$ cat src/rtl/core/power_iteration_eigenvector_core_macros.svh
// Assertion macros shared by the power iteration core.
`ifndef POWER_ITERATION_EIGENVECTOR_CORE_MACROS_SVH
`define POWER_ITERATION_EIGENVECTOR_CORE_MACROS_SVH
`ifndef SYNTHESIS
`define PIE_ASSERT(lbl, clk, rstn, prop) \
	lbl: assert property (@(posedge clk) disable iff (!rstn) (prop)) \
		else $error("power iteration core: assertion failed");
`define PIE_ASSERT_NEXT(lbl, clk, rstn, ante, cons) \
	lbl: assert property (@(posedge clk) disable iff (!rstn) (ante) |=> (cons)) \
		else $error("power iteration core: assertion failed");
`else
`define PIE_ASSERT(lbl, clk, rstn, prop)
`define PIE_ASSERT_NEXT(lbl, clk, rstn, ante, cons)
`endif
`endif

$ cat src/rtl/core/pie_pkg.sv
// Types, codes and helper functions of the power iteration core.
package pie_pkg;

	localparam int DEFAULT_MAX_SIZE = 16;
	localparam int SIZE_CAP = 16;
	localparam int CNT_W = 5;
	localparam int ROOT_STEPS = 32;
	localparam int DIV_STEPS = 48;

	localparam logic [1:0] KIND_MATRIX = 2'd0;
	localparam logic [1:0] KIND_VECTOR = 2'd1;
	localparam logic [1:0] KIND_START = 2'd2;

	localparam logic [1:0] STATUS_CONV = 2'd0;
	localparam logic [1:0] STATUS_LIMIT = 2'd1;
	localparam logic [1:0] STATUS_ZERO = 2'd2;

	localparam logic [1:0] REG_SIZE = 2'd0;
	localparam logic [1:0] REG_TOL = 2'd1;
	localparam logic [1:0] REG_LIMIT = 2'd2;

	localparam logic [4:0] SIZE_RESET = 5'd4;
	localparam logic [30:0] TOL_RESET = 31'd66;
	localparam logic [15:0] LIMIT_RESET = 16'd100;

	typedef enum logic [3:0] {
		ST_IDLE,
		ST_ACC,
		ST_ROOT_WAIT,
		ST_DIV_GO,
		ST_DIV_WAIT,
		ST_COPY,
		ST_MV,
		ST_LOADP,
		ST_EMIT
	} state_t;

	typedef struct packed {
		logic shift;
		logic shift_prd;
		logic copy;
		logic load;
	} cell_ctl_t;

	typedef struct packed {
		logic signed [31:0] cur;
		logic signed [31:0] prv;
		logic signed [31:0] prd;
	} cell_data_t;

	function automatic logic signed [31:0] sat_mag(input logic [47:0] mag, input logic neg);
		logic signed [31:0] r;
		if (neg) begin
			r = (mag >= 48'h0000_8000_0000) ? 32'sh8000_0000 : -$signed(mag[31:0]);
		end else begin
			r = (mag > 48'h0000_7fff_ffff) ? 32'sh7fff_ffff : $signed(mag[31:0]);
		end
		return r;
	endfunction

endpackage

$ cat src/rtl/core/pie_cell.sv
// One cell of the vector chain: current, previous and product elements.
module pie_cell (
	input  logic                clk,
	input  pie_pkg::cell_ctl_t  ctl,
	input  logic                active,
	input  logic                tail,
	input  logic                wr,
	input  logic signed [31:0]  wr_data,
	input  pie_pkg::cell_data_t nxt,
	input  pie_pkg::cell_data_t ins,
	output pie_pkg::cell_data_t q
);
	import pie_pkg::*;

	cell_data_t data_q;

	always_ff @(posedge clk) begin
		if (wr) begin
			data_q.cur <= wr_data;
		end else if (ctl.load) begin
			data_q.cur <= data_q.prd;
		end else if (ctl.shift && active) begin
			data_q.cur <= tail ? ins.cur : nxt.cur;
		end
		if (ctl.copy) begin
			data_q.prv <= data_q.cur;
		end else if (ctl.shift && active) begin
			data_q.prv <= tail ? ins.prv : nxt.prv;
		end
		if (ctl.shift_prd && active) begin
			data_q.prd <= tail ? ins.prd : nxt.prd;
		end
	end

	assign q = data_q;

endmodule

$ cat config.mk
export PLATFORM = sky130hd
export DESIGN_NAME = pie_cell
export DESIGN_NICKNAME = d
export VERILOG_FILES = /design/src/rtl/core/power_iteration_eigenvector_core_macros.svh /design/src/rtl/core/pie_pkg.sv /design/src/rtl/core/pie_cell.sv
export SDC_FILE = /design/constraint.sdc
export NUM_CORES = 1
export LEC_CHECK = 0
export BUFFER_PORTS_ARGS = -buffer_cell sky130_fd_sc_hd__buf_4
export CAP_MARGIN = 20
export CELL_PAD_IN_SITES_DETAIL_PLACEMENT = 1
export CELL_PAD_IN_SITES_GLOBAL_PLACEMENT = 1
export CORE_MARGIN = 3
export CORE_UTILIZATION = 34
export DETAILED_ROUTE_END_ITERATION = 12
export GPL_ROUTABILITY_DRIVEN = 0
export PLACE_DENSITY = 0.83
export SETUP_SLACK_MARGIN = 0.02
export SLEW_MARGIN = 30
export SYNTH_ARGS = -nofsm -noshare
export SYNTH_HDL_FRONTEND = slang
export SYNTH_SLANG_ARGS = --single-unit
$ cat constraint.sdc
create_clock -name clk -period 3.3 [get_ports clk]
set_input_delay 0.66 -clock clk [delete_from_list [all_inputs] [get_ports clk]]
set_output_delay 0.66 -clock clk [all_outputs]
set_load 0.01 [all_outputs]
==> impl_metrics.py <==
metrics = {
    "sta": {
        "max_slew_margin_pct": 61.4,
        "finalCritPeriodShare_pct": 56.0,
        "period_needed_ps": 1850,
        "setup_tns_ps": 0,
        "max_freq_mhz": 541,
        "slew_violations": 0,
        "setup_ws_ps": 1450,
        "grt_setup_unrepaired": "no",
        "setup_viol": 0,
        "hold_viol": 0,
        "holdWs_ps": 595,
        "clock_skew_ps": 4.62,
        "worstMarginPinSlew_ps": 579,
    },
    "clock_network": {
        "numCtsBuffers": 9,
        "htreeDepth": 3,
        "clock_sinks": 96,
        "cts_resized": 0,
        "cts_tree": "built",
        "clk_root_buffer_cell": "clkbuf_16",
        "cts.clk_slew.worst_paths_ps": 60,
        "post-cts-setup-buffers": 0,
        "hold_buffers": 0,
        "clk_latency_ps": 340,
        "cts.path.max_buffers": 2,
    },
    "die": {
        "rows": 44,
        "coreArea_sq_mm": 0.0147,
        "num_io_pins": 328,
        "die_y_um": 129,
        "die_x_um": 129,
        "die_area_sq_mm": 0.0167,
        "start_util_pct": 35.2,
    },
    "pwr": {
        "power.density_mw_per_mm2": 430,
        "ir_drop_uv": 286,
        "leakagePower_nw": 3.52,
    },
    "place": {
        "dp_hpwl_mm": 15.8,
        "port_buffers": 327,
        "placed_area_sq_mm": 0.00766,
        "post-place-ws_ps": 1080,
    },
    "routing": {
        "wl_per_cell_um": 21.5,
        "drcViolationCount": 0,
        "vias": 4403,
        "viasPerCell": 4.95,
        "wirelength_mm": 19.1,
        "detail-route-antenna-nets": 0,
        "drt_iter0_drc": 177,
        "drtPass1Iterations": 4,
    },
    "layout": {
        "area_delta_synth_final_pct": 54.2,
        "nets": 933,
        "final_cell_area_sq_mm": 0.00798,
        "largest_register_ffs": 96,
        "drive_gt1_share_pct": 54.4,
        "diodes": 0,
    },
    "setup_path": {
        "cp_max_fo": 65,
        "cp.arrival_ps": 1840,
        "critPathCaptureType": "flip-flop",
        "worstSetupStartpointType": "primary input",
        "crit_required_ps": 3290,
        "rrSetupSlack_ps": 2160,
        "r2r-end": "q[67]",
        "ff2ff_path_depth": 2,
        "r2r_start": "q[3]",
        "critical_path_class": "primary input to flip-flop",
    },
    "synthesis": {
        "syn-mean-instance-area_sq_um": 13.3,
        "ys_warn_count": 0,
        "ys_seq_area_share_pct": 55.7,
        "yosysTopAreaCell": "edfxtp_1",
        "netlist_instances": 388,
        "syn_nets": 620,
        "syn_area_sq_mm": 0.00518,
        "synth_area_leaders": "edfxtp_1 (56%), mux2i_1 (12%), mux2_2 (5.2%)",
        "async_flop_share_pct": 0,
        "ys_ff_latch": 96,
        "synth_flop_cell": "edfxtp_1",
        "synth_edf_count": 96,
        "yosysUniqueCellTypes": 22,
        "yosysTopAreaCellShare_pct": 55.7,
    },
    "grt": {
        "grt_pass1_wl_mm": 27.3,
        "grt_usage_pct": 22.1,
        "first_global_vias": 4650,
        "grt_start_max_net_pins": 66,
        "grt_overflow_total": 0,
        "antenna_found_initial": 0,
    },
    "min_path": {
        "hold_class": "flip-flop to flip-flop",
        "hold_end": "q[39]",
        "worstHoldPathCells": 2,
        "min-delay-start": "q[71]",
    },
    "job": {
        "maxCapViolations": 0,
    },
    "run_status": {
        "status": "completed",
    },
}
==> kinds of logic (layout without fill, tap and decap cells) <==
logic type | count (synthesis) | count (layout) | synth area share [%]
simple gates | 100 | 100 | 11.3
flops | 96 | 96 | 55.7
compound gates | 64 | 64 | 8.07
mux | 96 | 96 | 19.9
buf+inv | 32 | 350 | 5.00
==> routing by layer <==
| layer | wire length (um) | part of all wire, % | vias to the layer above | global-route usage (%) |
|---|---|---|---|---|
| met5 | 0 | 0 | - | 0 |
| met1 | 7090 | 37 | 2103 | 26.0 |
| li1 | - | - | 2093 | - |
| met2 | 10200 | 53 | 161 | 38.3 |
| met4 | 792 | 4.1 | 0 | 10.7 |
| met3 | 1020 | 5.3 | 46 | 4.91 |
==> worst max-delay path by stage <==
stage | start | endpoint
after floorplan | wr | q[64]
after global placement | wr | q[72]
after detailed placement | wr | q[67]
after CTS | wr | q[67]
after global routing | wr | q[71]
final | wr | q[77]
==> power by group <==
part | leakage (nW) | switching [mW] | total [mW] | internal (mW)
logic | 2.43 | 0.324 | 0.754 | 0.430
registers | 0.944 | 0.0694 | 1.56 | 1.49
clock network | 0.154 | 0.456 | 1.12 | 0.666
total | 3.52 | 0.849 | 3.43 | 2.58
==> cell usage after synthesis (5+ instances only) <==
| library cell | number |
|---|---|
| a211oi_1 | 29 |
| buf_12 | 5 |
| buf_2 | 9 |
| clkbuf_1 | 11 |
| edfxtp_1 | 96 |
| mux2_2 | 24 |
| mux2_4 | 8 |
| mux2i_1 | 64 |
| nand2_1 | 34 |
| nor2b_1 | 31 |
| nor3b_1 | 32 |
| o21ai_1 | 32 |
==> final cells by class <==
| type | count | area [sq um] |
|---|---|---|
| sequential | 96 | 2880 |
| fill | 1563 | 6720 |
| clock inverter | 7 | 93.8 |
| timing repair buffer | 333 | 2510 |
| tap | 184 | 230 |
| multi-input combinational | 260 | 2030 |
| clock buffer | 9 | 225 |
| inverter | 1 | 3.75 |
==> per-stage QoR <==
step	cells	total power, mW	util (%)
6_report	890	3.43	54.3
5_1_grt	890	3.59	54.3
4_1_cts	890	3.48	54.3
3_5_place_dp	874	2.35	52.1
3_3_place_gp	874	2.32	52.1
2_1_floorplan	388	1.88	-
==> layout by cell type (no fill, tap or decap), types with 2 or more instances in the layout <==
cell       instances
edfxtp_1          96
mux2_2            24
mux2_4             8
clkbuf_16          9
nor2b_1           31
buf_4            332
bufinv_16          2
nand2_1           34
o21ai_1           32
a211oi_1          29
mux2i_1           64
a211oi_2           2
inv_6              2
nor3b_1           32
==> critical path, cell delays in order <==
cell and delay, ps:
buf_4 460, nor2_4 200, nand2_1 110, buf_4 380
Power figures use the tool's default switching activity.
