--- src/rtl/core/power_iteration_eigenvector_core_macros.svh ---
// Assertion macros shared by the power iteration core.
`ifndef POWER_ITERATION_EIGENVECTOR_CORE_MACROS_SVH
`define POWER_ITERATION_EIGENVECTOR_CORE_MACROS_SVH
`ifndef SYNTHESIS
`define PIE_ASSERT(lbl, clk, rstn, prop) \
	lbl: assert property (@(posedge clk) disable iff (!rstn) (prop)) \
		else $error("power iteration core: assertion failed");
`define PIE_ASSERT_NEXT(lbl, clk, rstn, ante, cons) \
	lbl: assert property (@(posedge clk) disable iff (!rstn) (ante) |=> (cons)) \
		else $error("power iteration core: assertion failed");
`else
`define PIE_ASSERT(lbl, clk, rstn, prop)
`define PIE_ASSERT_NEXT(lbl, clk, rstn, ante, cons)
`endif
`endif

--- src/rtl/core/pie_pkg.sv ---
// Types, codes and helper functions of the power iteration core.
package pie_pkg;

	localparam int DEFAULT_MAX_SIZE = 16;
	localparam int SIZE_CAP = 16;
	localparam int CNT_W = 5;
	localparam int ROOT_STEPS = 32;
	localparam int DIV_STEPS = 48;

	localparam logic [1:0] KIND_MATRIX = 2'd0;
	localparam logic [1:0] KIND_VECTOR = 2'd1;
	localparam logic [1:0] KIND_START = 2'd2;

	localparam logic [1:0] STATUS_CONV = 2'd0;
	localparam logic [1:0] STATUS_LIMIT = 2'd1;
	localparam logic [1:0] STATUS_ZERO = 2'd2;

	localparam logic [1:0] REG_SIZE = 2'd0;
	localparam logic [1:0] REG_TOL = 2'd1;
	localparam logic [1:0] REG_LIMIT = 2'd2;

	localparam logic [4:0] SIZE_RESET = 5'd4;
	localparam logic [30:0] TOL_RESET = 31'd66;
	localparam logic [15:0] LIMIT_RESET = 16'd100;

	typedef enum logic [3:0] {
		ST_IDLE,
		ST_ACC,
		ST_ROOT_WAIT,
		ST_DIV_GO,
		ST_DIV_WAIT,
		ST_COPY,
		ST_MV,
		ST_LOADP,
		ST_EMIT
	} state_t;

	typedef struct packed {
		logic shift;
		logic shift_prd;
		logic copy;
		logic load;
	} cell_ctl_t;

	typedef struct packed {
		logic signed [31:0] cur;
		logic signed [31:0] prv;
		logic signed [31:0] prd;
	} cell_data_t;

	function automatic logic signed [31:0] sat_mag(input logic [47:0] mag, input logic neg);
		logic signed [31:0] r;
		if (neg) begin
			r = (mag >= 48'h0000_8000_0000) ? 32'sh8000_0000 : -$signed(mag[31:0]);
		end else begin
			r = (mag > 48'h0000_7fff_ffff) ? 32'sh7fff_ffff : $signed(mag[31:0]);
		end
		return r;
	endfunction

endpackage

--- src/rtl/core/pie_root.sv ---
// Iterative integer square root, two radicand bits a cycle.
module pie_root (
	input  logic        clk,
	input  logic        arst_n,
	input  logic        start,
	input  logic [63:0] x,
	output logic        busy,
	output logic        done,
	output logic [31:0] root
);
	import pie_pkg::*;

	logic [63:0] x_q;
	logic [33:0] rem_q;
	logic [31:0] root_q;
	logic [4:0]  cnt_q;
	logic        run_q;
	logic        done_q;
	logic [35:0] r2;
	logic [35:0] trial;
	logic [35:0] diff;
	logic        ge;

	assign r2 = {rem_q, x_q[63:62]};
	assign trial = {2'b00, root_q, 2'b01};
	assign diff = r2 - trial;
	assign ge = r2 >= trial;

	always_ff @(posedge clk or negedge arst_n) begin
		if (!arst_n) begin
			run_q <= 1'b0;
			done_q <= 1'b0;
			cnt_q <= '0;
		end else begin
			done_q <= 1'b0;
			if (start) begin
				run_q <= 1'b1;
				cnt_q <= '0;
			end else if (run_q) begin
				cnt_q <= cnt_q + 5'd1;
				if (cnt_q == 5'(ROOT_STEPS - 1)) begin
					run_q <= 1'b0;
					done_q <= 1'b1;
				end
			end
		end
	end

	always_ff @(posedge clk) begin
		if (start) begin
			x_q <= x;
			rem_q <= '0;
			root_q <= '0;
		end else if (run_q) begin
			x_q <= {x_q[61:0], 2'b00};
			rem_q <= ge ? diff[33:0] : r2[33:0];
			root_q <= {root_q[30:0], ge};
		end
	end

	assign busy = run_q;
	assign done = done_q;
	assign root = root_q;

endmodule

--- config.mk ---
export PLATFORM = sky130hd
export DESIGN_NAME = pie_root
export DESIGN_NICKNAME = d
export VERILOG_FILES = /design/src/rtl/core/power_iteration_eigenvector_core_macros.svh /design/src/rtl/core/pie_pkg.sv /design/src/rtl/core/pie_root.sv
export SDC_FILE = /design/constraint.sdc
export NUM_CORES = 1
export LEC_CHECK = 0
export BUFFER_PORTS_ARGS = -buffer_cell sky130_fd_sc_hd__buf_2
export CORE_UTILIZATION = 40
export CTS_CLUSTER_DIAMETER = 200
export DETAILED_ROUTE_END_ITERATION = 10
export SYNTH_ARGS = -nofsm -noshare
export SYNTH_HDL_FRONTEND = slang
export SYNTH_SLANG_ARGS = --single-unit
--- constraint.sdc ---
create_clock -name clk -period 5.2 [get_ports clk]
set_input_delay 0.26 -clock clk [delete_from_list [all_inputs] [get_ports clk]]
set_output_delay 0.26 -clock clk [all_outputs]
set_load 0.03 [all_outputs]
==> impl_summary.txt <==
----------------------------------------------------
[Run status]
  Status ... complete, but fails checks
  Violations in the final reports ... design-rule violations

[Finish]
  Relative area change from synthesis to final layout ... 16.9%
  Final instance count without filler cells ... ~1.0k
  Layout cell share with drive strength beyond 1 ... between 20% and 30%
  Design Area, Final ... 8690 um2
  Most frequent cells in the layout ... sky130_fd_sc_hd__buf_2 (99), sky130_fd_sc_hd__nor2_1 (95), sky130_fd_sc_hd__dfxtp_1 (66), sky130_fd_sc_hd__edfxtp_1 (64), sky130_fd_sc_hd__mux2_2 (62)
  Most common cell after layout, fill and taps aside ... sky130_fd_sc_hd__buf_2
  # nets final ... roughly 910
  Antenna diode count ... 0
  Layout Utilization ... between 40 and 50%

[Global route]
  Initial antenna violation count ... 0
  Met3 layer usage reported by global route ... 5.82%
  Met2 demand-to-capacity share in global routing ... around a quarter
  Busiest grt layer ... met2
  Vias in the first global route ... 5,325
  Maximum number of pins on one net before global-route repair ... 73
  Met1 layer usage reported by global route ... a little over a fifth
  Remaining Overflow, GRT ... 0
  GRT Util Overall ... about 17%
  Global-route wire length before repair ... between 20,000 and 30,000 um

[Critical path]
  Worst reg-to-reg path cell count ... 11
  Crit. End Element ... register
  R2r setup slk ... 1.83 ns
  Crit start category ... register
  Worst EP arrival ... 3.64 ns
  Biggest cell delay along the critical path ... 0.58 ns
  Crit path depth ... 11
  Slowest cell on the critical path ... sky130_fd_sc_hd__a31oi_4
  Maximum net fanout on the critical path ... 27
  Start-to-end type of the worst setup path ... reg -> reg
  Cells traversed along the worst timing path ... inv_1 > ha_1 > a21oi_1 > o21ai_0 > or3_1 > o211ai_2 > nand3_2 > a31oi_4 > buf_4 > mux2i_1 > a211oi_1
  CP bufs+invs ... 2
  CP top delay family ... compound AO/OA/AOI/OAI gates
  Worst reg2reg path endpoint ... rem_q[22]$_SDFFE_PP0P_
  Required time of the critical path ... approximately 5.5 ns
  Worst r2r src ... root[5]$_SDFFE_PP0P_

[Power]
  Worst IR Drop VDD ... about 330 uV
  Power density cells ... between 500 and 600 nW/um2
  Standby leakage power ... around 3.8 nW
  Design Power ... roughly 4.8 mW

[Drt]
  Post-DRT Antenna Nets ... 0
  Initial DRT Pass Iterations ... 8
  Routed wirelength normalized by instance count ... 14.6 um
  Via total after detailed routing ... approximately 5.4k
  Starting DRT DRC Count ... around 220
  DR vias/cell ... just over 5
  Routed Wire Length ... ~15,000 um
  Drt drc ... 8

[Synthesis]
  Post-synthesis net count ... 818
  Share of synthesized registers carrying an async set or reset ... 5.11%
  Synth cell types ... 55
  Flip-flop cell with the highest count after synthesis ... sky130_fd_sc_hd__dfxtp_1
  Register bit count reported by yosys ... about 140
  Cell Area, Synth ... roughly 7400 um2
  Count of yosys warnings during synthesis ... 0
  Share of the yosys chip area belonging to registers ... 46.0%
  Number of instances in the synthesized netlist ... 715
  EDFF count, synth ... 64
  Mean instance size in the synthesized netlist ... about 10 um2

[Clock tree]
  Clock tree from TritonCTS ... built
  CTS clk-pin slew, worst paths ... ~0.070 ns
  Clock latency on the worst-skew pair ... approximately 0.43 ns
  Maximum count of clock buffers along a single path ... 2
  Number of setup buffers added after CTS ... 0
  Total number of H-tree levels ... 4
  Cell chosen for the clock root ... sky130_fd_sc_hd__clkbuf_16
  Clock sinks ... between 100 and 150
  Number of CTS-inserted buffers ... 17

[Floorplanning]
  Y dimension of the die ... approximately 140 um
  Total core area ... between 15,000 and 20,000 um2
  Horizontal die dimension ... ~140 um
  Ports ... slightly above 100
  Initial Utilization ... between 40 and 50%
  Overall die area ... 19,100 um2
  Number of rows created at floorplan ... between 40 and 50

[Placed design]
  Placer Congestion ... 0.803
  Port Buf Inserts ... 100
  Cell count after placement ... around 1k
  HPWL after detailed placement ... about 10,000 um
  Post-placement worst setup slack ... 1.83 ns
  Post-placement cell area ... 8100 um2

[STA]
  Hold violation total from the final report ... 0
  Final worst clock skew ... roughly 0.013 ns
  Post-route worst hold slack ... 0.125 ns
  Slew at the pin closest to its max-slew limit ... approximately 1 ns
  Post-layout worst setup margin ... 1.83 ns
  RSZ-0062 raised after global routing ... false
  Period minus WS final ... 3.37 ns
  Number of failing setup endpoints in the final timing report ... 0
  Worst slew margin relative to its limit ... 33.2%
  Setup TNS ... 0 ns
  F_max ... a little under 300 MHz
  Number of max-slew violations in the final report ... 0
  Fin crit share ... between 60% and 70%

[Hold path]
  Type of the worst min-delay path ... in -> reg
  Hold endpoint ... x_q[55]$_DFFE_PP_
  Min-Delay Path Depth ... 2
  Min-Delay Startpoint ... x[55]

[Run]
  # Max-Cap Violations ... 0

----------------------------------------------------
-- synth_stat cells, types with 5 or more instances --
master | instances | area, um2
sky130_fd_sc_hd__a31oi_1 | 10 | 62.6
sky130_fd_sc_hd__a21oi_1 | 38 | 190
sky130_fd_sc_hd__clkbuf_1 | 24 | 90.1
sky130_fd_sc_hd__inv_1 | 42 | 158
sky130_fd_sc_hd__mux2_2 | 62 | 698
sky130_fd_sc_hd__nor2b_1 | 8 | 50.1
sky130_fd_sc_hd__nor2_1 | 95 | 357
sky130_fd_sc_hd__o21a_1 | 5 | 37.5
sky130_fd_sc_hd__ha_1 | 36 | 450
sky130_fd_sc_hd__dfrtp_1 | 7 | 175
sky130_fd_sc_hd__a211oi_1 | 31 | 233
sky130_fd_sc_hd__nand3_1 | 9 | 45.0
sky130_fd_sc_hd__xor2_1 | 12 | 105
sky130_fd_sc_hd__edfxtp_1 | 64 | 1920
sky130_fd_sc_hd__mux2i_1 | 47 | 470
sky130_fd_sc_hd__and3_1 | 7 | 43.8
sky130_fd_sc_hd__nand2b_1 | 5 | 31.3
sky130_fd_sc_hd__xnor2_1 | 20 | 175
sky130_fd_sc_hd__dfxtp_1 | 66 | 1320
sky130_fd_sc_hd__nand2_1 | 32 | 120
sky130_fd_sc_hd__o21ai_0 | 16 | 80.1
sky130_fd_sc_hd__a21o_1 | 10 | 75.1
sky130_fd_sc_hd__nor3_1 | 10 | 50.1
-- logic make-up after synthesis --
family,after synthesis,synth area share [%]
buffers and inverters,76,4.22
muxes,109,15.7
adders and majority gates,36,6.06
xor gates and xnor gates,32,3.77
and+or+nand+nor,185,11.2
AOI/OAI and AO/OA,140,13.1
DFF,137,46.0
-- power breakdown --
part | total [mW] | switching [mW] | internal, mW
combinational | 2.18 | 1.19 | 0.990
sequential | 1.41 | 0.103 | 1.30
clock | 1.20 | 0.524 | 0.677
-- final cells by class --
class	instances	area, um2
fill	1725	9390
multi-input combinational	502	3700
sequential	137	3420
timing repair buffer	105	543
clock buffer	17	425
tap	229	287
inverter	42	158
clock inverter	15	154
-- worst register-to-register path, stage by stage, from the launching register on --
cell and delay, ns:
sky130_fd_sc_hd__dfxtp_1 0.38, sky130_fd_sc_hd__inv_1 0.06, sky130_fd_sc_hd__ha_1 0.35, sky130_fd_sc_hd__a21oi_1 0.19, sky130_fd_sc_hd__o21ai_0 0.12, sky130_fd_sc_hd__or3_1 0.37
sky130_fd_sc_hd__o211ai_2 0.21, sky130_fd_sc_hd__nand3_2 0.12, sky130_fd_sc_hd__a31oi_4 0.59, sky130_fd_sc_hd__buf_4 0.47, sky130_fd_sc_hd__mux2i_1 0.28, sky130_fd_sc_hd__a211oi_1 0.09
-- what timing repair did --
action / in CTS / in global routing
hold buffers: 1 / 0
gates resized for setup: 0 / 0
hold endpoints to repair: 7 / 0
-- per-layer routing --
layer / up-vias / routed length, um
met5: - / 0
met4: 0 / 93
met3: 8 / 823
met2: 98 / 6970
met1: 2521 / 7360
li1: 2748 / -
-- how the worst max path moves through the flow --
stage / to / from / slack (ns)
after floorplan: rem_q[23]$_SDFFE_PP0P_ / root[2]$_SDFFE_PP0P_ / 2.43
after global placement: rem_q[5]$_SDFFE_PP0P_ / root[5]$_SDFFE_PP0P_ / 1.91
after detailed placement: rem_q[22]$_SDFFE_PP0P_ / root[5]$_SDFFE_PP0P_ / 1.83
after CTS: rem_q[22]$_SDFFE_PP0P_ / root[5]$_SDFFE_PP0P_ / 1.81
after global routing: rem_q[22]$_SDFFE_PP0P_ / root[12]$_SDFFE_PP0P_ / 1.54
final: rem_q[22]$_SDFFE_PP0P_ / root[5]$_SDFFE_PP0P_ / 1.83
-- sequential cells by signal, summed over array words and instances (netlist names) --
register  flops
x_q          64
rem_q        34
root         32
cnt_q         5
busy          1
done          1
Power figures use the tool's default switching activity.
