[src/rtl/core/power_iteration_eigenvector_core_macros.svh]
// Assertion macros shared by the power iteration core.
`ifndef POWER_ITERATION_EIGENVECTOR_CORE_MACROS_SVH
`define POWER_ITERATION_EIGENVECTOR_CORE_MACROS_SVH
`ifndef SYNTHESIS
`define PIE_ASSERT(lbl, clk, rstn, prop) \
	lbl: assert property (@(posedge clk) disable iff (!rstn) (prop)) \
		else $error("power iteration core: assertion failed");
`define PIE_ASSERT_NEXT(lbl, clk, rstn, ante, cons) \
	lbl: assert property (@(posedge clk) disable iff (!rstn) (ante) |=> (cons)) \
		else $error("power iteration core: assertion failed");
`else
`define PIE_ASSERT(lbl, clk, rstn, prop)
`define PIE_ASSERT_NEXT(lbl, clk, rstn, ante, cons)
`endif
`endif

[src/rtl/core/pie_pkg.sv]
// Types, codes and helper functions of the power iteration core.
package pie_pkg;

	localparam int DEFAULT_MAX_SIZE = 16;
	localparam int SIZE_CAP = 16;
	localparam int CNT_W = 5;
	localparam int ROOT_STEPS = 32;
	localparam int DIV_STEPS = 48;

	localparam logic [1:0] KIND_MATRIX = 2'd0;
	localparam logic [1:0] KIND_VECTOR = 2'd1;
	localparam logic [1:0] KIND_START = 2'd2;

	localparam logic [1:0] STATUS_CONV = 2'd0;
	localparam logic [1:0] STATUS_LIMIT = 2'd1;
	localparam logic [1:0] STATUS_ZERO = 2'd2;

	localparam logic [1:0] REG_SIZE = 2'd0;
	localparam logic [1:0] REG_TOL = 2'd1;
	localparam logic [1:0] REG_LIMIT = 2'd2;

	localparam logic [4:0] SIZE_RESET = 5'd4;
	localparam logic [30:0] TOL_RESET = 31'd66;
	localparam logic [15:0] LIMIT_RESET = 16'd100;

	typedef enum logic [3:0] {
		ST_IDLE,
		ST_ACC,
		ST_ROOT_WAIT,
		ST_DIV_GO,
		ST_DIV_WAIT,
		ST_COPY,
		ST_MV,
		ST_LOADP,
		ST_EMIT
	} state_t;

	typedef struct packed {
		logic shift;
		logic shift_prd;
		logic copy;
		logic load;
	} cell_ctl_t;

	typedef struct packed {
		logic signed [31:0] cur;
		logic signed [31:0] prv;
		logic signed [31:0] prd;
	} cell_data_t;

	function automatic logic signed [31:0] sat_mag(input logic [47:0] mag, input logic neg);
		logic signed [31:0] r;
		if (neg) begin
			r = (mag >= 48'h0000_8000_0000) ? 32'sh8000_0000 : -$signed(mag[31:0]);
		end else begin
			r = (mag > 48'h0000_7fff_ffff) ? 32'sh7fff_ffff : $signed(mag[31:0]);
		end
		return r;
	endfunction

endpackage

[src/rtl/core/pie_div.sv]
// Iterative restoring divider, one quotient bit a cycle.
module pie_div (
	input  logic        clk,
	input  logic        arst_n,
	input  logic        start,
	input  logic [47:0] dividend,
	input  logic [31:0] divisor,
	output logic        busy,
	output logic        done,
	output logic [47:0] quotient
);
	import pie_pkg::*;

	logic [47:0] dq_q;
	logic [31:0] rem_q;
	logic [31:0] d_q;
	logic [5:0]  cnt_q;
	logic        run_q;
	logic        done_q;
	logic [32:0] r2;
	logic [32:0] diff;
	logic        ge;

	assign r2 = {rem_q, dq_q[47]};
	assign diff = r2 - {1'b0, d_q};
	assign ge = r2 >= {1'b0, d_q};

	always_ff @(posedge clk or negedge arst_n) begin
		if (!arst_n) begin
			run_q <= 1'b0;
			done_q <= 1'b0;
			cnt_q <= '0;
		end else begin
			done_q <= 1'b0;
			if (start) begin
				run_q <= 1'b1;
				cnt_q <= '0;
			end else if (run_q) begin
				cnt_q <= cnt_q + 6'd1;
				if (cnt_q == 6'(DIV_STEPS - 1)) begin
					run_q <= 1'b0;
					done_q <= 1'b1;
				end
			end
		end
	end

	always_ff @(posedge clk) begin
		if (start) begin
			dq_q <= dividend;
			rem_q <= '0;
			d_q <= divisor;
		end else if (run_q) begin
			dq_q <= {dq_q[46:0], ge};
			rem_q <= ge ? diff[31:0] : r2[31:0];
		end
	end

	assign busy = run_q;
	assign done = done_q;
	assign quotient = dq_q;

endmodule

[config.mk]
export PLATFORM = sky130hd
export DESIGN_NAME = pie_div
export DESIGN_NICKNAME = d
export VERILOG_FILES = /design/src/rtl/core/power_iteration_eigenvector_core_macros.svh /design/src/rtl/core/pie_pkg.sv /design/src/rtl/core/pie_div.sv
export SDC_FILE = /design/constraint.sdc
export NUM_CORES = 1
export LEC_CHECK = 0
export ABC_CLOCK_PERIOD_IN_PS = 3950
export BUFFER_PORTS_ARGS = -buffer_cell sky130_fd_sc_hd__buf_2
export CELL_PAD_IN_SITES_DETAIL_PLACEMENT = 1
export CELL_PAD_IN_SITES_GLOBAL_PLACEMENT = 1
export CORE_ASPECT_RATIO = 1.2
export CORE_UTILIZATION = 43
export DETAILED_ROUTE_END_ITERATION = 10
export PLACE_DENSITY_LB_ADDON = 0.25
export SLEW_MARGIN = 15
export SYNTH_ARGS = -nofsm -noshare
export SYNTH_HDL_FRONTEND = slang
export SYNTH_SLANG_ARGS = --single-unit
[constraint.sdc]
create_clock -name clk -period 3.95 [get_ports clk]
set_input_delay 0.395 -clock clk [delete_from_list [all_inputs] [get_ports clk]]
set_output_delay 0.395 -clock clk [all_outputs]
set_load 0.02 [all_outputs]
==> impl_metrics.tcl, run 1 <==
set metrics [dict create \
    gp_congestion 0.8224 \
    outcome "complete, no violations" \
    drive_above_1_share 0.3129 \
    holdWs_ns 0.1449 \
    critPathLaunchType "flip-flop" \
    crit_fanout 32 \
    synth-seq-area-share 0.5032 \
    hp-class "in -> reg" \
    overflow 0 \
    start_util 0.4434 \
    cts_tree "yes" \
    synth_simple_gate_area_share 0.08659 \
    vias_per_cell 5.365 \
    swShare 0.2790 \
    num_vias 4930 \
    synth_edf_count 80 \
    grt_usage 0.2242 \
    synthFlopType "edfxtp_1" \
    clkPwrFrac 0.415 \
    cts_hold_buffers 1 \
    rsz0062_at_grt "no" \
    area_delta_synth_final_pct 23.20 \
    syn-num-nets 683 \
    drv_cap 0 \
    grt_pass1_vias 5421 \
    synth.avg_cell_area_um2 11.39 \
    power_leakage_nw 3.475 \
    ioPinCount 133 \
    cts_setup_buffers 0 \
    finalHoldViolCount 0 \
    dpl.hpwl_mm 11.46 \
    cts-buffers-inserted 17 \
    synthMuxAreaShare 0.1198 \
    coreArea_um2 14530 \
    fmax_mhz 297.5 \
    clkTransAtPathRegs_ns 0.06 \
    report.final.slew_viol_count 0 \
    synth_compound_area_frac 0.1435 \
    final_common_cell "buf_2" \
    numPortBuffers 132 \
    synth_adder_area_share 0.06717 \
    setup_tns_ns 0 \
    netlist.area_leader.share 0.3727 \
    cts_resized 0 \
    internal_power_mw 2.857 \
    max_slew_margin 0.4684 \
    num_antenna_cells 0 \
    synthCells 566 \
    finalClockSkew_ns 0.008399 \
    clkSinkCount 120 \
    die_x_um 113.8 \
    layout.nets 823 \
    antenna_found_initial 0 \
    yosysWarnings 0 \
    ir_drop_uv 274.3 \
    die_h_um 136.1 \
    clk_latency_ns 0.42 \
    ctsRootBufferMaster "clkbuf_16" \
    ant_nets 0 \
    drt_iter0_drc 205 \
    comb_power_share 0.196 \
    power_mw 3.962 \
    rows 48 \
    synthTopCellsByArea "edfxtp_1 37%, dfxtp_1 9.9%, mux2_2 8.6%, ha_1 6.4%, mux2i_1 3.4%" \
    p_per_area_nw_per_um2 499.0 \
    critPathKind "reg -> reg" \
    critical_path.max_stage_delay_ns 0.50 \
    layout_common_cells "131 x buf_2, 80 x edfxtp_1, 49 x mux2_2, 48 x nor2_1, 39 x inv_1" \
    synth-xor-area-share 0.04213 \
    synthArstFlopShare 0.06667 \
    syn_area_um2 6445 \
    p_seq_frac 0.389 \
    tightest_slew_ns 0.7944 \
    p_sw_mw 1.105 \
    yosysTopAreaCell "edfxtp_1" \
    synth-seq-cells 120 \
    cp_cell_sequence "inv_1 -> ha_1 -> o211ai_1 -> a21oi_2 -> o2111ai_2 -> a2111oi_2 -> nor3_2 -> o31ai_4 -> a21o_1 -> buf_4 -> mux2i_1 -> a211oi_1" \
    period_share 0.8511 \
    htreeDepth 4 \
    grt_max_degree 66 \
    drt_pass1_iterations 4 \
    finalCriticalPeriod_ns 3.362 \
    wl_per_cell_um 17.69 \
    rrSetupSlack_ns 0.59 \
    finalWirelength_mm 16.26 \
    cp_slowest_cell "a2111oi_2" \
    yosysUniqueCellTypes 64 \
    crit_arrival_ns 3.69 \
    setup_violations 0 \
    grt_first_pass_wirelength_mm 26.67 \
    cts_buffer_depth 2 \
    drc 0 \
    synth_top_family_by_area "compound AO/OA/AOI/OAI gates" \
    cp-end-kind "flip-flop" \
    die_area_um2 15480 \
    crit_required_ns 4.27 \
]
cells by family after synthesis:
group | Yosys count
compound gates | 131
simple gates | 121
flops | 120
mux | 71
buf+inv | 58
fa+ha+maj | 34
xor+xnor | 31
worst max-delay path, delay by kind of cell (launching register included):
family | cells | cell delay, ns
flip-flops | 1 | 0.33
multiplexers | 1 | 0.20
AND/OR/NAND/NOR | 1 | 0.13
buffers and inverters | 2 | 0.50
adder cells (fa/ha/maj) | 1 | 0.37
AO/OA/AOI/OAI | 7 | 1.73
synthesized netlist by cell type (3+ instances only):
library cell	number
edfxtp_1	80
mux2_2	49
nor2_1	48
inv_1	40
ha_1	33
dfxtp_1	32
nand2_1	31
a21oi_1	25
mux2i_1	22
a211oi_1	16
xnor2_1	16
a21o_1	15
xor2_1	15
o21ai_1	14
o21ai_0	11
o21a_1	10
clkbuf_1	9
dfrtp_1	8
nand3_1	7
and3_1	5
nand2b_1	5
nand4_1	5
a32oi_1	4
and2_1	4
buf_1	4
a211o_1	3
nor2b_1	3
nor3_1	3
o211ai_1	3
o21bai_1	3
o41ai_1	3
final timing paths:
kind / from / end / cells after the start
max: d_q[3]$_DFFE_PP_ / rem_q[11]$_SDFFE_PP0P_ / 12
min: divisor[11] / d_q[11]$_DFFE_PP_ / 1
max reg2reg: d_q[3]$_DFFE_PP_ / rem_q[11]$_SDFFE_PP0P_ / 12
min reg2reg: rem_q[22]$_SDFFE_PP0P_ / rem_q[22]$_SDFFE_PP0P_ / 2
max in group asynchronous: arst_n / cnt_q[1]$_DFFE_PN0P_ / 2
min in group asynchronous: arst_n / cnt_q[4]$_DFFE_PN0P_ / 2
metal layers:
layer / GRT usage / routed length, um / up-vias
met5: 0 / 0 / -
met4: 0.08187 / 294 / 0
met3: 0.07624 / 1041 / 24
met2: 0.3943 / 8335 / 147
met1: 0.2505 / 6586 / 2391
li1: - / - / 2368
per-stage QoR:
| stage | instance area [um2] | setup WS (ns) | cells | util |
|---|---|---|---|---|
| finish | 7940 | 0.5881 | 919 | 0.5463 |
| floorplan | 6445 | 1.012 | 566 | - |
| detailed placement | 7320 | 0.5630 | 886 | 0.5036 |
| global placement | 7320 | 0.7995 | 886 | 0.5036 |
| global route | 7940 | 0.3772 | 919 | 0.5463 |
| CTS | 7940 | 0.5499 | 919 | 0.5463 |
power groups by stage:
stage / registers, mW / logic, mW / clock network [mW]
after floorplan: 1.61 / 0.494 / 0
after global placement: 1.56 / 0.748 / 0
after detailed placement: 1.56 / 0.772 / 0
after CTS: 1.54 / 0.784 / 1.67
after global routing: 1.56 / 0.855 / 1.71
final: 1.54 / 0.778 / 1.64
registers in the layout, indices dropped and copies added, names as in the netlist:
signal / cells
d_q: 32
rem_q: 32
cnt_q: 6
done: 1
busy: 1
quotient: 48
area by class of cell:
class                   instances  area, um2
fillers                      1614       6594
well taps                     200      250.2
multi-input cells             388       2959
clock buffers                  20      436.7
repair buffers                138      723.2
inverters                      41      153.9
clock inverters                12      173.9
flip-flops and latches        120       3243
Power figures use the tool's default switching activity.
==> inputs of run 2 (changes only) <==
--- a/config.mk
+++ b/config.mk
@@ -5,11 +5,12 @@
 export SDC_FILE = /design/constraint.sdc
 export NUM_CORES = 1
 export LEC_CHECK = 0
-export ABC_CLOCK_PERIOD_IN_PS = 3950
+export ABC_CLOCK_PERIOD_IN_PS = 3220
 export BUFFER_PORTS_ARGS = -buffer_cell sky130_fd_sc_hd__buf_2
 export CELL_PAD_IN_SITES_DETAIL_PLACEMENT = 1
 export CELL_PAD_IN_SITES_GLOBAL_PLACEMENT = 1
 export CORE_ASPECT_RATIO = 1.2
+export CORE_MARGIN = 3
 export CORE_UTILIZATION = 43
 export DETAILED_ROUTE_END_ITERATION = 10
 export PLACE_DENSITY_LB_ADDON = 0.25
==> constraint.sdc (replaced) <==
create_clock -name clk -period 3.22 [get_ports clk]
set_input_delay 0.322 -clock clk [delete_from_list [all_inputs] [get_ports clk]]
set_output_delay 0.322 -clock clk [all_outputs]
set_load 0.02 [all_outputs]
==> impl_metrics.tcl, run 2 (synthesis gave the netlist of run 1 again) <==
set metrics [dict create \
    outcome "complete, no violations" \
    grt_pass1_vias 5662 \
    drt_pass1_iterations 4 \
    crit_fanout 16 \
    drt-met1-wl_mm 6.767 \
    wl_met3_mm 1.068 \
    die_x_um 117.8 \
    die_h_um 140.1 \
    crit_arrival_ns 3.39 \
    dp_slack_ns 0.06292 \
    ant_nets 0 \
    final_common_cell "buf_2" \
    area_delta_synth_final_pct 25.32 \
    max_slew_margin 0.4711 \
    drc 0 \
    grt_usage 0.2111 \
    die_area_um2 16500 \
    rows 48 \
    report.final.slew_viol_count 0 \
    cp_slowest_cell "ha_2" \
    htreeDepth 4 \
    grt_first_pass_wirelength_mm 28.10 \
    setup_tns_ns 0 \
    rsz0062_at_grt "yes" \
    finalHoldViolCount 0 \
    start_util 0.4434 \
    period_share 0.9578 \
    dpl.hpwl_mm 11.93 \
    finalCriticalPeriod_ns 3.084 \
    largest_reg_flops 48 \
    cp_top_family "compound AO/OA/AOI/OAI gates" \
    setup_violations 0 \
    num_vias 5002 \
    cp_cell_sequence "inv_1 -> ha_2 -> o21a_1 -> o21a_1 -> o2111ai_2 -> a2111oi_4 -> nor3_2 -> o31ai_4 -> a21o_1 -> buf_12 -> mux2i_1 -> a211oi_1" \
    critPathLaunchType "flip-flop" \
    drt_iter0_drc 223 \
    ctsRootBufferMaster "clkbuf_16" \
    top_layer "met4" \
    p_per_area_nw_per_um2 626.7 \
    num_antenna_cells 0 \
    ir_drop_uv 367.1 \
    fin_cells 922 \
    clkSinkCount 120 \
    grt_max_degree 59 \
    critPathKind "reg -> reg" \
    hp-class "in -> reg" \
    layout_common_cells "131 x buf_2, 80 x edfxtp_1, 49 x mux2_2, 48 x nor2_1, 39 x inv_1" \
    finalWirelength_mm 16.94 \
    coreArea_um2 14530 \
    drive_above_1_share 0.3255 \
    gp_congestion 0.8420 \
    drv_cap 0 \
    place_inst 888 \
    finalClockSkew_ns 0.01008 \
    crit_top_cell "o21a_1" \
    holdWs_ns 0.08025 \
    cts_buffer_depth 2 \
    fmax_mhz 324.2 \
    overflow 0 \
    cts-buffers-inserted 17 \
    power_leakage_nw 3.533 \
    worstPathBufferInverterCount 2 \
    antenna_found_initial 0 \
    ioPinCount 133 \
    layout.nets 826 \
    vias_per_cell 5.425 \
    clk_latency_ns 0.42 \
    fin_ws_ns 0.1359 \
    cp-end-kind "flip-flop" \
    wl_per_cell_um 18.37 \
    tightest_slew_ns 0.7904 \
    clkTransAtPathRegs_ns 0.06 \
    critical_path.max_stage_delay_ns 0.39 \
    cts_setup_buffers 0 \
    numPortBuffers 132 \
    crit_required_ns 3.53 \
    cts_tree "yes" \
    wl_met2_mm 8.748 \
    utilization 0.5557 \
]
## run 2: cell count changes in the layout (fill, tap and decap cells not counted), sizes merged
cell / previous run / this run
buf: 137 / 139
bufinv: 4 / 6
clkbuf: 20 / 18
clkinv: 4 / 6
clkinvlp: 3 / 1
inv: 42 / 43
## run 2: final timing paths
kind                            cells after the start  slack, ns                     end                    from
worst min register to register                      2       0.48  rem_q[21]$_SDFFE_PP0P_  rem_q[21]$_SDFFE_PP0P_
worst max-delay path                               12       0.14   rem_q[5]$_SDFFE_PP0P_        d_q[6]$_DFFE_PP_
min in group asynchronous                           2       0.28    cnt_q[5]$_DFFE_PN0P_                  arst_n
worst max register to register                     12       0.14   rem_q[5]$_SDFFE_PP0P_        d_q[6]$_DFFE_PP_
max in group asynchronous                           2       2.78          busy$_DFF_PN0_                  arst_n
worst min-delay path                                1       0.08       d_q[11]$_DFFE_PP_             divisor[11]
## run 2: layer usage
| layer | track usage | vias to the layer above |
|---|---|---|
| met2 | 0.3807 | 136 |
| met5 | 0 | - |
| met4 | 0.08827 | 0 |
| met1 | 0.2280 | 2465 |
| li1 | - | 2375 |
| met3 | 0.06785 | 26 |
## run 2: area by class of cell
class                   count  area (um2)
fillers                  1598        6457
flip-flops and latches    120        3243
multi-input cells         388        2995
repair buffers            141       763.2
clock buffers              17       425.4
well taps                 200       250.2
clock inverters            15       245.2
inverters                  41       153.9
## run 2: timing repair
action	in CTS	in global routing
cloned	0	1
setup endpoints to repair	1	27
resized for setup	1	5
pin swaps	0	4
hold endpoints to repair	8	0
hold buffers	1	0
## run 2: stage by stage
stage	power [mW]	cell area, um2
3_5_place_dp	2.876	7335
4_1_cts	5.081	8020
3_3_place_gp	2.837	7335
5_1_grt	5.289	8077
6_report	5.061	8077
2_1_floorplan	2.587	6445
## run 2: power breakdown
part	switching (mW)	internal, mW	leakage (nW)
Clock	0.725	1.45	0.326
Sequential	0.0864	1.80	1.19
Combinational	0.563	0.428	2.02
Total	1.37	3.69	3.53
==> inputs of run 3 (changes only) <==
--- a/config.mk
+++ b/config.mk
@@ -8,10 +8,10 @@
 export ABC_CLOCK_PERIOD_IN_PS = 3220
 export BUFFER_PORTS_ARGS = -buffer_cell sky130_fd_sc_hd__buf_2
 export CELL_PAD_IN_SITES_DETAIL_PLACEMENT = 1
-export CELL_PAD_IN_SITES_GLOBAL_PLACEMENT = 1
+export CELL_PAD_IN_SITES_GLOBAL_PLACEMENT = 2
 export CORE_ASPECT_RATIO = 1.2
 export CORE_MARGIN = 3
-export CORE_UTILIZATION = 43
+export CORE_UTILIZATION = 36
 export DETAILED_ROUTE_END_ITERATION = 10
 export PLACE_DENSITY_LB_ADDON = 0.25
 export SLEW_MARGIN = 15
==> impl_metrics.tcl, run 3 (synthesis gave the netlist of run 1 again) <==
set metrics [dict create \
    outcome "complete, no violations" \
    crit_fanout 4 \
    ctsRootBufferMaster "clkbuf_16" \
    place_inst 905 \
    swShare 0.3042 \
    wl_per_cell_um 17.69 \
    max_slew_margin 0.5529 \
    num_antenna_cells 0 \
    hp-class "in -> reg" \
    die_h_um 152.6 \
    grt_first_pass_wirelength_mm 27.93 \
    largest_reg_flops 48 \
    grt_max_degree 100 \
    cts_tree "yes" \
    clkPwrFrac 0.382 \
    finalCriticalPeriod_ns 3.015 \
    clkTransAtPathRegs_ns 0.06 \
    dpl.hpwl_mm 12.24 \
    setup_tns_ns 0 \
    setup_violations 0 \
    layout_common_cells "131 x buf_2, 80 x edfxtp_1, 49 x mux2_2, 48 x nor2_1, 39 x inv_1" \
    internal_power_mw 3.225 \
    fmax_mhz 331.7 \
    fin_cells 938 \
    holdWs_ns 0.07267 \
    grt_usage 0.1778 \
    ant_nets 0 \
    num_vias 4896 \
    antenna_found_initial 0 \
    die_area_um2 19550 \
    rrSetupSlack_ns 0.21 \
    fillers 1896 \
    comb_power_share 0.210 \
    crit_required_ns 3.51 \
    critPathLaunchType "flip-flop" \
    finalClockSkew_ns 0.02083 \
    start_util 0.3738 \
    rows 52 \
    drc 0 \
    utilization 0.4628 \
    vias_per_cell 5.220 \
    cts_buffer_depth 2 \
    htreeDepth 4 \
    report.final.slew_viol_count 0 \
    gp_congestion 0.8517 \
    layout.nets 826 \
    tightest_slew_ns 0.6682 \
    grt_pass1_vias 5542 \
    numPortBuffers 132 \
    p_sw_mw 1.410 \
    ioPinCount 133 \
    final_common_cell "buf_2" \
    coreArea_um2 17240 \
    finalWirelength_mm 16.60 \
    drv_cap 0 \
    critPathKind "reg -> reg" \
    clkSinkCount 120 \
    crit_arrival_ns 3.31 \
    clk_latency_ns 0.42 \
    ir_drop_uv 356.6 \
    die_x_um 128.1 \
    cp-end-kind "flip-flop" \
    drt_pass1_iterations 4 \
    p_seq_frac 0.408 \
    power_leakage_nw 3.462 \
    drive_above_1_share 0.3227 \
    overflow 0 \
    period_share 0.9362 \
    finalHoldViolCount 0 \
    rsz0062_at_grt "no" \
    p_per_area_nw_per_um2 580.9 \
    area_delta_synth_final_pct 23.80 \
    cts-buffers-inserted 17 \
    drt_iter0_drc 184 \
]
==> run 3: changes by cell type in the layout (fill, tap and decap cells not counted), sizes merged <==
cell	delta
clkbuf	-1
buf	+1
inv	+4
bufinv	-6
clkinvlp	+3
clkinv	-1
==> run 3: timing repair <==
item / CTS / global route
endpoints found under the setup margin: 0 / 23
buffers inserted: 0 / 0
endpoints found under the hold margin: 8 / 0
resized for setup: 0 / 5
hold buffers: 1 / 0
==> run 3: critical path, cell delays in order, from the launching register on <==
cell	delay [ns]
edfxtp_1	0.42
inv_1	0.08
ha_1	0.18
fa_1	0.22
nor2b_1	0.07
o31a_1	0.28
o32a_1	0.38
a211oi_2	0.26
a21oi_1	0.14
or2_1	0.29
a311oi_2	0.30
xor2_1	0.18
o21ai_1	0.08
==> run 3: stage by stage <==
| step | total power [mW] | cell area [um2] | setup slack, ns |
|---|---|---|---|
| 3_5_place_dp | 2.892 | 7387 | 0.02767 |
| 2_1_floorplan | 2.587 | 6445 | 0.2822 |
| 4_1_cts | 4.691 | 7939 | 0.01823 |
| 5_1_grt | 4.890 | 7979 | 0.003581 |
| 3_3_place_gp | 2.871 | 7387 | 0.1755 |
| 6_report | 4.635 | 7979 | 0.2054 |
==> run 3: routing by layer <==
layer / global-route usage / wire length, um / vias up
met4: 0.05561 / 216 / 0
li1: - / - / 2366
met1: 0.2059 / 6941 / 2377
met3: 0.06907 / 1243 / 18
met2: 0.3013 / 8195 / 135
met5: 0 / 0 / -
==> run 3: cell type report <==
class	count	area, um2	share of cell area
clock buffers	17	425.4	0.05332
clock inverters	15	116.4	0.01458
inverters	41	153.9	0.01929
multi-input cells	388	2999	0.3759
flip-flops and latches	120	3243	0.4065
well taps	216	270.3	0.03387
repair buffers	141	770.7	0.09660
==> run 3: path summary, 6_finish.rpt <==
kind / start / cells after the start / to
max: quotient[47]$_DFFE_PP_ / 12 / rem_q[30]$_SDFFE_PP0P_
max reg2reg: quotient[47]$_DFFE_PP_ / 12 / rem_q[30]$_SDFFE_PP0P_
min reg2reg: rem_q[20]$_SDFFE_PP0P_ / 2 / rem_q[20]$_SDFFE_PP0P_
min in group asynchronous: arst_n / 2 / cnt_q[0]$_DFFE_PN0P_
min: divisor[11] / 1 / d_q[11]$_DFFE_PP_
max in group asynchronous: arst_n / 2 / cnt_q[5]$_DFFE_PN0P_
==> run 3: power by group through the flow <==
| stage | clock network [mW] | registers, mW | logic, mW |
|---|---|---|---|
| floorplan | 0 | 1.98 | 0.606 |
| global placement | 0 | 1.92 | 0.956 |
| detailed placement | 0 | 1.92 | 0.971 |
| CTS | 1.82 | 1.89 | 0.979 |
| global route | 1.89 | 1.91 | 1.09 |
| finish | 1.77 | 1.89 | 0.975 |
